**config.mk**
```make
export PLATFORM = sky130hd
export DESIGN_NAME = beep_pattern_timer_unit
export DESIGN_NICKNAME = d
export VERILOG_FILES = /design/src/hw/rtl/bpt_pkg.sv /design/src/hw/rtl/bpt_core.sv /design/src/hw/rtl/beep_pattern_timer_unit.sv
export SDC_FILE = /design/constraint.sdc
export NUM_CORES = 1
export LEC_CHECK = 0
export BUFFER_PORTS_ARGS = -buffer_cell sky130_fd_sc_hd__buf_2
export CORE_ASPECT_RATIO = 2
export CORE_MARGIN = 3
export CORE_UTILIZATION = 60
export CTS_BUF_LIST = sky130_fd_sc_hd__clkbuf_8
export CTS_CLUSTER_SIZE = 14
export DETAILED_ROUTE_END_ITERATION = 16
export PLACE_DENSITY_LB_ADDON = 0.25
export SKIP_CTS_REPAIR_TIMING = 1
export SLEW_MARGIN = 30
export SYNTH_ARGS = -nofsm -noshare
export SYNTH_HDL_FRONTEND = slang
export SYNTH_SLANG_ARGS = --single-unit
```
**constraint.sdc**
```tcl
create_clock -name clock -period 6.8 [get_ports clock]
set_input_delay 0.34 -clock clock [delete_from_list [all_inputs] [get_ports clock]]
set_output_delay 0.34 -clock clock [all_outputs]
set_load 0.01 [all_outputs]
```
**src/hw/rtl/bpt_pkg.sv**
```systemverilog
// Package for the beep pattern timer: command and phase codes, payload structs.
// No dependencies; used by bpt_core and beep_pattern_timer_unit.
`default_nettype none

package bpt_pkg;

   localparam int TIME_WIDTH_DEFAULT = 16;
   localparam int FIELD_WIDTH        = 16;

   typedef enum logic [1:0] {
      CMD_TICK  = 2'd0,
      CMD_START = 2'd1,
      CMD_STOP  = 2'd2
   } cmd_type;

   typedef enum logic [1:0] {
      PH_IDLE = 2'd0,
      PH_ON   = 2'd1,
      PH_OFF  = 2'd2
   } phase_type;

   typedef struct packed {
      logic [1:0]                    cmd;
      logic [FIELD_WIDTH-1:0]        on_time;
      logic [FIELD_WIDTH-1:0]        off_time;
      logic signed [FIELD_WIDTH-1:0] repeat_count;
   } req_type;

   typedef struct packed {
      logic buzzer_level;
      logic active;
   } rsp_type;

endpackage

`default_nettype wire

```
**src/hw/rtl/bpt_core.sv**
```systemverilog
// Pattern state (phase, elapsed, lengths, repeats) and its next-state logic.
// Depends on bpt_pkg.
`default_nettype none

module bpt_core #(
   parameter int TIME_WIDTH = bpt_pkg::TIME_WIDTH_DEFAULT
) (
   input  wire logic             clock,
   input  wire logic             reset,
   input  wire logic             advance,
   input  wire bpt_pkg::req_type item,
   output bpt_pkg::rsp_type      result
);

   localparam int FW = bpt_pkg::FIELD_WIDTH;

   bpt_pkg::phase_type      phase_ff, phase_in;
   logic [TIME_WIDTH-1:0]   elapsed_ff, elapsed_in;
   logic [TIME_WIDTH-1:0]   on_len_ff, on_len_in;
   logic [TIME_WIDTH-1:0]   off_len_ff, off_len_in;
   logic signed [FW-1:0]    cycles_ff, cycles_in;

   logic [TIME_WIDTH-1:0]   elapsed_inc;
   logic [TIME_WIDTH-1:0]   on_clamped;
   logic [TIME_WIDTH-1:0]   off_clamped;
   logic                    counting;
   logic                    last_cycle;

   // start lengths saturate when the time counter is narrower than the field
   if (TIME_WIDTH >= FW) begin : g_wide
      assign on_clamped  = TIME_WIDTH'(item.on_time);
      assign off_clamped = TIME_WIDTH'(item.off_time);
   end else begin : g_narrow
      assign on_clamped  = (|item.on_time[FW-1:TIME_WIDTH]) ? '1
                                                             : item.on_time[TIME_WIDTH-1:0];
      assign off_clamped = (|item.off_time[FW-1:TIME_WIDTH]) ? '1
                                                              : item.off_time[TIME_WIDTH-1:0];
   end

   assign elapsed_inc = (&elapsed_ff) ? elapsed_ff : elapsed_ff + TIME_WIDTH'(1);
   assign counting    = (cycles_ff > FW'(0));
   assign last_cycle  = (cycles_ff == FW'(1));

   always_comb begin
      phase_in   = phase_ff;
      elapsed_in = elapsed_ff;
      on_len_in  = on_len_ff;
      off_len_in = off_len_ff;
      cycles_in  = cycles_ff;
      unique case (item.cmd)
         bpt_pkg::CMD_TICK: begin
            unique case (phase_ff)
               bpt_pkg::PH_ON: begin
                  if (elapsed_inc < on_len_ff) begin
                     elapsed_in = elapsed_inc;
                  end else begin
                     elapsed_in = '0;
                     if (off_len_ff == '0) begin
                        // zero gap: count the cycle and stay on unless it was the last
                        if (counting) begin
                           cycles_in = cycles_ff - FW'(1);
                        end
                        if (last_cycle) begin
                           phase_in = bpt_pkg::PH_IDLE;
                        end
                     end else begin
                        phase_in = bpt_pkg::PH_OFF;
                     end
                  end
               end
               bpt_pkg::PH_OFF: begin
                  if (elapsed_inc < off_len_ff) begin
                     elapsed_in = elapsed_inc;
                  end else begin
                     elapsed_in = '0;
                     if (counting) begin
                        cycles_in = cycles_ff - FW'(1);
                     end
                     phase_in = last_cycle ? bpt_pkg::PH_IDLE : bpt_pkg::PH_ON;
                  end
               end
               default: begin
               end
            endcase
         end
         bpt_pkg::CMD_START: begin
            on_len_in  = on_clamped;
            off_len_in = off_clamped;
            cycles_in  = item.repeat_count;
            phase_in   = bpt_pkg::PH_ON;
            elapsed_in = '0;
         end
         bpt_pkg::CMD_STOP: begin
            phase_in  = bpt_pkg::PH_IDLE;
            cycles_in = '0;
         end
         default: begin
         end
      endcase
   end

   assign result.buzzer_level = (phase_in == bpt_pkg::PH_ON);
   assign result.active       = (phase_in == bpt_pkg::PH_ON) || (phase_in == bpt_pkg::PH_OFF);

   always_ff @(posedge clock) begin
      if (reset) begin
         phase_ff   <= bpt_pkg::PH_IDLE;
         elapsed_ff <= '0;
         on_len_ff  <= '0;
         off_len_ff <= '0;
         cycles_ff  <= '0;
      end else if (advance) begin
         phase_ff   <= phase_in;
         elapsed_ff <= elapsed_in;
         on_len_ff  <= on_len_in;
         off_len_ff <= off_len_in;
         cycles_ff  <= cycles_in;
      end
   end

endmodule

`default_nettype wire

```
**src/hw/rtl/beep_pattern_timer_unit.sv**
```systemverilog
// Beep pattern timer: input register, pattern core, result register.
// A request is held in the input register, passes the core, and its result is held in the result register.
// Takes one request per cycle while req_stall is low; the core updates once per request.
// Synchronous active-high reset clears the pattern to idle and empties both registers.
// Depends on bpt_pkg and bpt_core.
`default_nettype none

module beep_pattern_timer_unit #(
   parameter int TIME_WIDTH = bpt_pkg::TIME_WIDTH_DEFAULT
) (
   input  wire logic             clock,
   input  wire logic             reset,
   input  wire logic             req_valid,
   output      logic             req_stall,
   input  wire bpt_pkg::req_type req_data,
   output      logic             rsp_valid,
   input  wire logic             rsp_stall,
   output      bpt_pkg::rsp_type rsp_data
);

   logic             in_valid_ff;
   bpt_pkg::req_type in_data_ff;
   logic             out_valid_ff;
   bpt_pkg::rsp_type out_data_ff;
   bpt_pkg::rsp_type core_result;
   logic             advance;
   logic             req_xfer;

   // the input stage moves on when the result register is free or being drained
   assign advance   = in_valid_ff && (!out_valid_ff || !rsp_stall);
   assign req_stall = in_valid_ff && out_valid_ff && rsp_stall;
   assign req_xfer  = req_valid && !req_stall;

   bpt_core #(
      .TIME_WIDTH(TIME_WIDTH)
   ) u_core (
      .clock   (clock),
      .reset   (reset),
      .advance (advance),
      .item    (in_data_ff),
      .result  (core_result)
   );

   always_ff @(posedge clock) begin
      if (reset) begin
         in_valid_ff <= 1'b0;
      end else if (req_xfer) begin
         in_valid_ff <= 1'b1;
      end else if (advance) begin
         in_valid_ff <= 1'b0;
      end
   end

   always_ff @(posedge clock) begin
      if (req_xfer) begin
         in_data_ff <= req_data;
      end
   end

   always_ff @(posedge clock) begin
      if (reset) begin
         out_valid_ff <= 1'b0;
      end else if (advance) begin
         out_valid_ff <= 1'b1;
      end else if (!rsp_stall) begin
         out_valid_ff <= 1'b0;
      end
   end

   always_ff @(posedge clock) begin
      if (advance) begin
         out_data_ff <= core_result;
      end
   end

   assign rsp_valid = out_valid_ff;
   assign rsp_data  = out_data_ff;

endmodule

`default_nettype wire
```
# Word level (Yosys, flattened, before mapping)
# Index checks and enable logic that the tools add are counted.
dict set report word_totals {
  ff_bits 120
  in_bits 54
  output_inout_bits 4
  word_cells 70
}
dict set report op_classes {
  addsub 2
  magnitude_cmp 3
  eq_ne 12
  muxes 22
  n_reduce_logical 18
}
# cell count
set op_table {}
lappend op_table {{$mux W16} 7}
lappend op_table {{$pmux W16 S2} 3}
lappend op_table {{$pmux W16 S3} 1}
lappend op_table {{$lt A16 B16 Y1} 2}
lappend op_table {{$add A16 B1 Y16 const B} 1}
lappend op_table {{$eq A16 B2 Y1 const B} 1}
lappend op_table {{$gt A16 B1 Y1 const B} 1}
lappend op_table {{$logic_not A16 Y1} 1}
lappend op_table {{$reduce_and A16 Y1} 1}
lappend op_table {{$sub A16 B2 Y16 const B} 1}
lappend op_table {{$mux W2} 4}
lappend op_table {{$eq A2 B1 Y1 const B} 3}
lappend op_table {{$eq A2 B2 Y1 const B} 3}
lappend op_table {{$ne A3 B2 Y1 const B} 2}
lappend op_table {{$ne A3 B3 Y1 const B} 2}
lappend op_table {{$pmux W2 S3} 1}
lappend op_table {{$reduce_and A6 Y1} 1}
lappend op_table {{$mux W1} 5}
lappend op_table {{$logic_and A1 B1 Y1} 4}
lappend op_table {{$pmux W2 S2} 1}
lappend op_table {{$reduce_bool A2 Y1} 2}
lappend op_table {{$logic_not A1 Y1} 3}
lappend op_table {{$reduce_and A3 Y1} 1}
lappend op_table {{$reduce_bool A3 Y1} 1}
lappend op_table {{other kinds (4)} 5}

# Longest topological paths before layout
# Gate-level depths: netlist of the first run.
dict set report depth {
  word_depth 8
  ltp_mapped 18
  ltp_nobuf 17
}

# By module
# A second synthesis of the first run with hierarchy kept.
dict set report hier_totals {
  hier_cells 629
  area_unflattened_um2 6094.6
}
# mod n_inst cells_per_inst area_per_inst_um2 seq_area_each_um2
set by_module_without_submodules {}
lappend by_module_without_submodules {bpt_core 1 567 4446.8 1321.3}
lappend by_module_without_submodules {beep_pattern_timer_unit 1 62 1647.8 1601.5}

# Worst setup path before layout of the first run
# OpenSTA, ideal clock, no wires.
dict set report synth_timing {
  path_type {flip-flop to flip-flop}
  startpoint {reg u_core.elapsed_ff[0]}
  endpoint {reg out_data_ff (netlist bit rsp_data[0]), data pin}
  setup_time_ns 0.249
  arrival_ns 3.779
  required_time_ns 6.551
  path_slack_ns 2.772
  stages_incl_launch_ff 19
  synth_period_minus_slack_ns 4.028
  cell_sequence {dfxtp_1 > ha_1 > nand3_1 > nor2_2 > clkbuf_4 > a211oi_1 > nand2_1 > and2_1 > or2_2 > ha_1 > a21oi_1 > o21ai_0 > a2111oi_2 > o31ai_2 > a21boi_2 > a21oi_1 > a31o_2 > ha_1 > inv_1}
}
# item line
set synth_lines {}
lappend synth_lines {{start: declaration} bpt_core.sv:18} ;# logic [TIME_WIDTH-1:0] elapsed_ff, elapsed_in;
lappend synth_lines {{start signal: assignment} bpt_core.sv:114} ;# elapsed_ff <= elapsed_in;
lappend synth_lines {{end signal: assignment} beep_pattern_timer_unit.sv:72} ;# out_data_ff <= core_result;
lappend synth_lines {{end: declaration} beep_pattern_timer_unit.sv:24} ;# bpt_pkg::rsp_type out_data_ff;

==> impl_metrics.ini, run 1 <==
[cts]
clk_pin_slew_ns = 0.08
clockBufferDepth = 2
clock-sinks = 120
insertion_delay_ns = 0.44
cts_tree = yes
clock-root-buffer = clkbuf_8
cts-buffers-inserted = 17
htree_num_levels = 4

[setup_path]
reg2reg_to = rsp_data[0]
r2r_start = u_core.elapsed_ff[0]
reg2reg_depth = 16
setup.worst_path.class = reg2reg
start_kind = register
cp_max_fo = 17
crit_path_end_kind = register
required_ns = 7.01
ff2ff_setup_slack_ns = 1.83
worst_ep_arrival_time_ns = 5.18

[die]
start_util_pct = 62.2
core_area_um2 = 9890
dieArea_um2 = 11600
die_x_um = 77.6
ios = 58
fp-row-count = 51
die_h_um = 149

[placement]
place_area_um2 = 6490
routabilityCongestion = 0.995
placed_cells = 802
dp_hpwl_um = 11400
numPortBuffers = 57

[drt]
drtIter0Drc = 339
drc = 0
wirelength_um = 15700
drt-vias-per-instance = 6.25
drt.antenna.violating_nets = 0
avgRoutedWirePerCell_um = 18.8
vias = 5214
dr.pass1.iters = 5

[sta]
skew_ns = 0.0110
finalSetupTns_ns = 0
hold_viol_final = 0
period_minus_slack_ns = 4.97
maxSlewViolCount = 0
period_share_pct = 73.1
tightest_slew_ns = 0.968
rsz0062_at_grt = false
whs_ns = 0.0643
max_freq_mhz = 201
setup_violations = 0
slew_headroom_pct = 35.4

[grt]
grt_overflow = 0
first_global_vias = 5274
grt_pass1_wl_um = 25200
grt_max_degree = 72
antenna_found_initial = 0
grt_usage_pct = 28.2

[layout]
instances_no_fill = 834
finalInstanceArea_um2 = 6910
drive_above_1_share_pct = 17.4
nets = 783
syn_to_final_growth_pct = 12.4
diodes = 0

[synthesis]
yosys_warnings = 0
syn-num-nets = 733
seq_area_frac_synth_pct = 47.5
ys_seq_elements = 120
synth_flop_cell = dfxtp_1
synth_area_um2 = 6150
syn_area_per_cell_um2 = 9.62
syn_inst = 639
synth_cell_types = 75
async_reset_ff_share_pct = 0
synth_edf_count = 52

[power]
max-vdd-ir-drop_mv = 0.206
power_density_nw_per_um2 = 243
p_leak_nw = 2.60
finalPower_mw = 1.68

[run]
cap_violations = 0

[worst_hold_path]
hold_class = in2reg
hold_start = req_data[24]
hold_depth = 1
min_to = in_data_ff[24]

[outcome]
status = finished clean
[metal layers]
layer / wire length [um] / vias to the layer above / part of all wire (%) / GRT usage [%]
met4: 1020 / 0 / 6.5 / 19.9
met2: 8630 / 216 / 55 / 53.0
li1: - / 2442 / - / -
met5: 0 / - / 0 / 0
met1: 5370 / 2483 / 34 / 26.7
met3: 676 / 73 / 4.3 / 5.02
[worst max-delay path, cell delays in order (launching register included)]
cell       delay (ns)
dfxtp_1          0.48
ha_1             0.26
nand3_1          0.12
nor2_2           0.38
a211oi_1         0.23
and3_1           0.25
xor2_1           0.44
ha_1             0.35
nand3_1          0.07
a21boi_0         0.14
a2111oi_2        0.50
o31ai_2          0.19
a21boi_2         0.65
a21oi_1          0.13
a31o_2           0.25
ha_1             0.27
inv_1            0.03
[worst max path at each step]
stage                    startpoint           to  slack, ns  cells past startpoint
5_1_grt        u_core.elapsed_ff[0]  rsp_data[0]       1.55                     16
2_1_floorplan  u_core.elapsed_ff[0]  rsp_data[0]       2.77                     18
3_3_place_gp   u_core.elapsed_ff[0]  rsp_data[0]       2.20                     17
6_report       u_core.elapsed_ff[0]  rsp_data[0]       1.83                     16
3_5_place_dp   u_core.elapsed_ff[0]  rsp_data[0]       2.00                     17
4_1_cts        u_core.elapsed_ff[0]  rsp_data[0]       1.99                     16
[cell usage after synthesis, types with 2 or more instances]
cell type  instances  area, um2
nand2_1          105        394
a21oi_1           76        380
dfxtp_1           68       1360
edfxtp_1          52       1560
inv_1             41        154
ha_1              40        500
nor2_1            23       86.3
clkbuf_1          20       75.1
o211ai_1          16        120
a31oi_1           13       81.3
nand3_1           13       65.1
o21ai_0           11       55.1
a211oi_1          10       75.1
nor4_1             9       56.3
xnor2_1            9       78.8
and2_1             8       50.1
xor2_1             8       70.1
nor3_1             7       35.0
a22oi_1            6       45.0
and3_1             6       37.5
and4_1             5       43.8
nand4_1            5       31.3
nor2b_1            5       31.3
o221ai_1           5       43.8
o31ai_1            5       37.5
a21o_1             3       22.5
a31o_2             3       26.3
buf_4              3       22.5
nand2b_1           3       18.8
or2_2              3       18.8
or3_1              3       18.8
a2111oi_2          2       30.0
a211oi_2           2       25.0
a21boi_0           2       15.0
a21boi_2           2       22.5
a21oi_2            2       17.5
a32oi_1            2       17.5
buf_2              2       10.0
mux2_4             2       30.0
mux2i_1            2       20.0
o311ai_0           2       17.5
or4_1              2       15.0
[logic make-up after synthesis]
logic type | share of synthesized area (%)
buf+inv | 4.62
mux | 0.997
compound gates | 20.3
flops | 47.5
fa+ha+maj | 8.14
xor+xnor | 2.42
simple gates | 16.0
[cell type report]
| class | count | area [um2] |
|---|---|---|
| clock inverter | 14 | 164 |
| clock buffer | 18 | 248 |
| multi-input combinational | 450 | 2960 |
| tap | 132 | 165 |
| fill | 774 | 2980 |
| timing repair buffer | 59 | 300 |
| sequential | 120 | 2920 |
| inverter | 41 | 154 |
[cells in the final DEF (no fill, tap or decap), types with 16 or more instances in the layout]
cell        n
clkbuf_8   18
o211ai_1   16
ha_1       40
nor2_1     22
nand2_1   104
buf_2      57
edfxtp_1   52
inv_1      42
dfxtp_1    68
a21oi_1    76
[sequential cells by signal (all words and copies together), names as in the netlist]
| name | count |
|---|---|
| in_data_ff | 50 |
| u_core.cycles_ff | 16 |
| u_core.elapsed_ff | 16 |
| u_core.off_len_ff | 16 |
| u_core.on_len_ff | 16 |
| rsp_data | 2 |
| u_core.phase_ff | 2 |
| in_valid_ff | 1 |
| rsp_valid | 1 |
[where the power goes]
part           switching (mW)  internal (mW)  total (mW)
combinational           0.135         0.0767       0.211
clock                   0.317          0.345       0.662
sequential             0.0189          0.784       0.803
[through the flow]
stage / utilization, % / setup WS (ns)
after global placement: 65.6 / 2.20
after CTS: 69.8 / 1.99
after detailed placement: 65.7 / 2.00
final: 69.9 / 1.83
after floorplan: - / 2.77
after global routing: 69.9 / 1.55
Power figures use the tool's default switching activity.
==> inputs of run 2 (changes only) <==
Settings changed: CORE_UTILIZATION 60 to 56.
Clock period 6.8 ns to 4.4 ns, I/O delays scaled along.
==> run 2 against run 1 <==
Against the previous run:
- die area is 6.7% higher
- first-iteration DRC count increased by 11%
- sequential cell count is the same
- critical path depth fell by 2
==> impl_metrics.ini, run 2 (synthesis gave the netlist of run 1 again) <==
[cts]
cts-buffers-inserted = 17
clock-root-buffer = clkbuf_8
clk_pin_slew_ns = 0.08
htree_num_levels = 4
clockBufferDepth = 2
clock-sinks = 120
cts_tree = yes
insertion_delay_ns = 0.45

[placement]
place_area_um2 = 6560
dpl_worst_slack_ns = 0.155
numPortBuffers = 57
dp_hpwl_um = 11800
routabilityCongestion = 0.928

[die]
fp-row-count = 53
ios = 58
die_h_um = 154
dieArea_um2 = 12300
die_x_um = 80.1
core_area_um2 = 10600
start_util_pct = 57.9

[sta]
period_share_pct = 94.0
setup_violations = 0
finalSetupTns_ns = 0
period_minus_slack_ns = 4.14
rsz0062_at_grt = false
maxSlewViolCount = 0
hold_viol_final = 0
skew_ns = 0.0105
max_freq_mhz = 242
fin_ws_ns = 0.264
tightest_slew_ns = 0.782
slew_headroom_pct = 47.4
whs_ns = 0.0303

[drt]
drtIter0Drc = 376
vias = 5373
drt.antenna.violating_nets = 0
drc = 0
dr.pass1.iters = 5
avgRoutedWirePerCell_um = 18.4
drt-vias-per-instance = 5.99
wirelength_um = 16500

[setup_path]
start_kind = register
worst_ep_arrival_time_ns = 4.48
crit_path_end_kind = register
setup.worst_path.class = reg2reg
cp_max_fo = 9
required_ns = 4.74

[layout]
finalInstanceArea_um2 = 7450
nets = 841
largest_register_ffs = 50
diodes = 0
drive_above_1_share_pct = 17.2
layout_commonest_cell = nand2_1
mostFrequentLayoutCells = nand2_1 (104), a21oi_1 (76), dfxtp_1 (68), buf_2 (57), edfxtp_1 (52)
top_register = in_data_ff
syn_to_final_growth_pct = 21.1

[power]
max-vdd-ir-drop_mv = 0.278
p_leak_nw = 2.83
power_density_nw_per_um2 = 341
finalPower_mw = 2.54

[grt]
antenna_found_initial = 0
grt_pass1_wl_um = 25900
grt_overflow = 0
grt_use_met3_pct = 5.65
first_global_vias = 5317
grt_busiest_layer = met2
grt_usage_pct = 27.3
grt_util_met2_pct = 49.8
grt_util_met1_pct = 26.9
grt_max_degree = 49

[worst_hold_path]
hold_class = in2reg

[run]
cap_violations = 0

[outcome]
status = finished clean
-- run 2: cell count changes in the layout (fill, tap and decap cells not counted), sizes merged --
cell / delta
clkinv: -1
inv: +3
bufinv: -2
clkbuf: -1
clkinvlp: +1
dlygate4sd3: +50
buf: +8
-- run 2: layout make-up --
type	instances	area, um2
Fill cell	814	3160
Multi-Input combinational cell	450	2970
Sequential cell	120	2920
Timing Repair Buffer	117	861
Clock buffer	17	234
Tap cell	137	171
Inverter	41	154
Clock inverter	15	131
-- run 2: power breakdown --
group	leakage (nW)	internal, mW	switching [mW]
logic	1.59	0.153	0.218
clock network	0.186	0.412	0.516
registers	1.06	1.21	0.0305
total	2.83	1.78	0.765
-- run 2: worst paths after layout --
kind	start	end	slack, ns	depth (start not counted)
hold reg to reg	u_core.on_len_ff[4]	u_core.on_len_ff[4]	0.46	2
setup reg to reg	u_core.elapsed_ff[0]	u_core.cycles_ff[5]	0.26	14
hold / removal	rsp_stall	rsp_valid	0.03	3
setup / recovery	u_core.elapsed_ff[0]	u_core.cycles_ff[5]	0.26	14
-- run 2: per-layer routing --
layer  routed length [um]  up-vias  share of wire [%]
met5                    0        -                  0
met2                 9180      203                 56
met3                  663       63                4.0
li1                     -     2560                  -
met1                 5640     2547                 34
met4                 1020        0                6.2
-- run 2: critical path, stage by stage (launching register included) --
cell	delay (ns)
dfxtp_1	0.39
ha_1	0.27
nand3_1	0.16
nor2_4	0.08
a211oi_4	0.30
and4_1	0.25
xor2_1	0.30
ha_1	0.31
a21oi_1	0.19
o21ai_0	0.18
a2111oi_2	0.50
o31ai_4	0.20
a21o_1	0.35
nand3_4	0.23
mux2_4	0.32
-- run 2: per-stage QoR --
step / util [%] / instances
CTS: 65.3 / 847
detailed placement: 61.9 / 815
finish: 70.2 / 897
floorplan: - / 639
global placement: 61.8 / 815
global route: 70.2 / 897
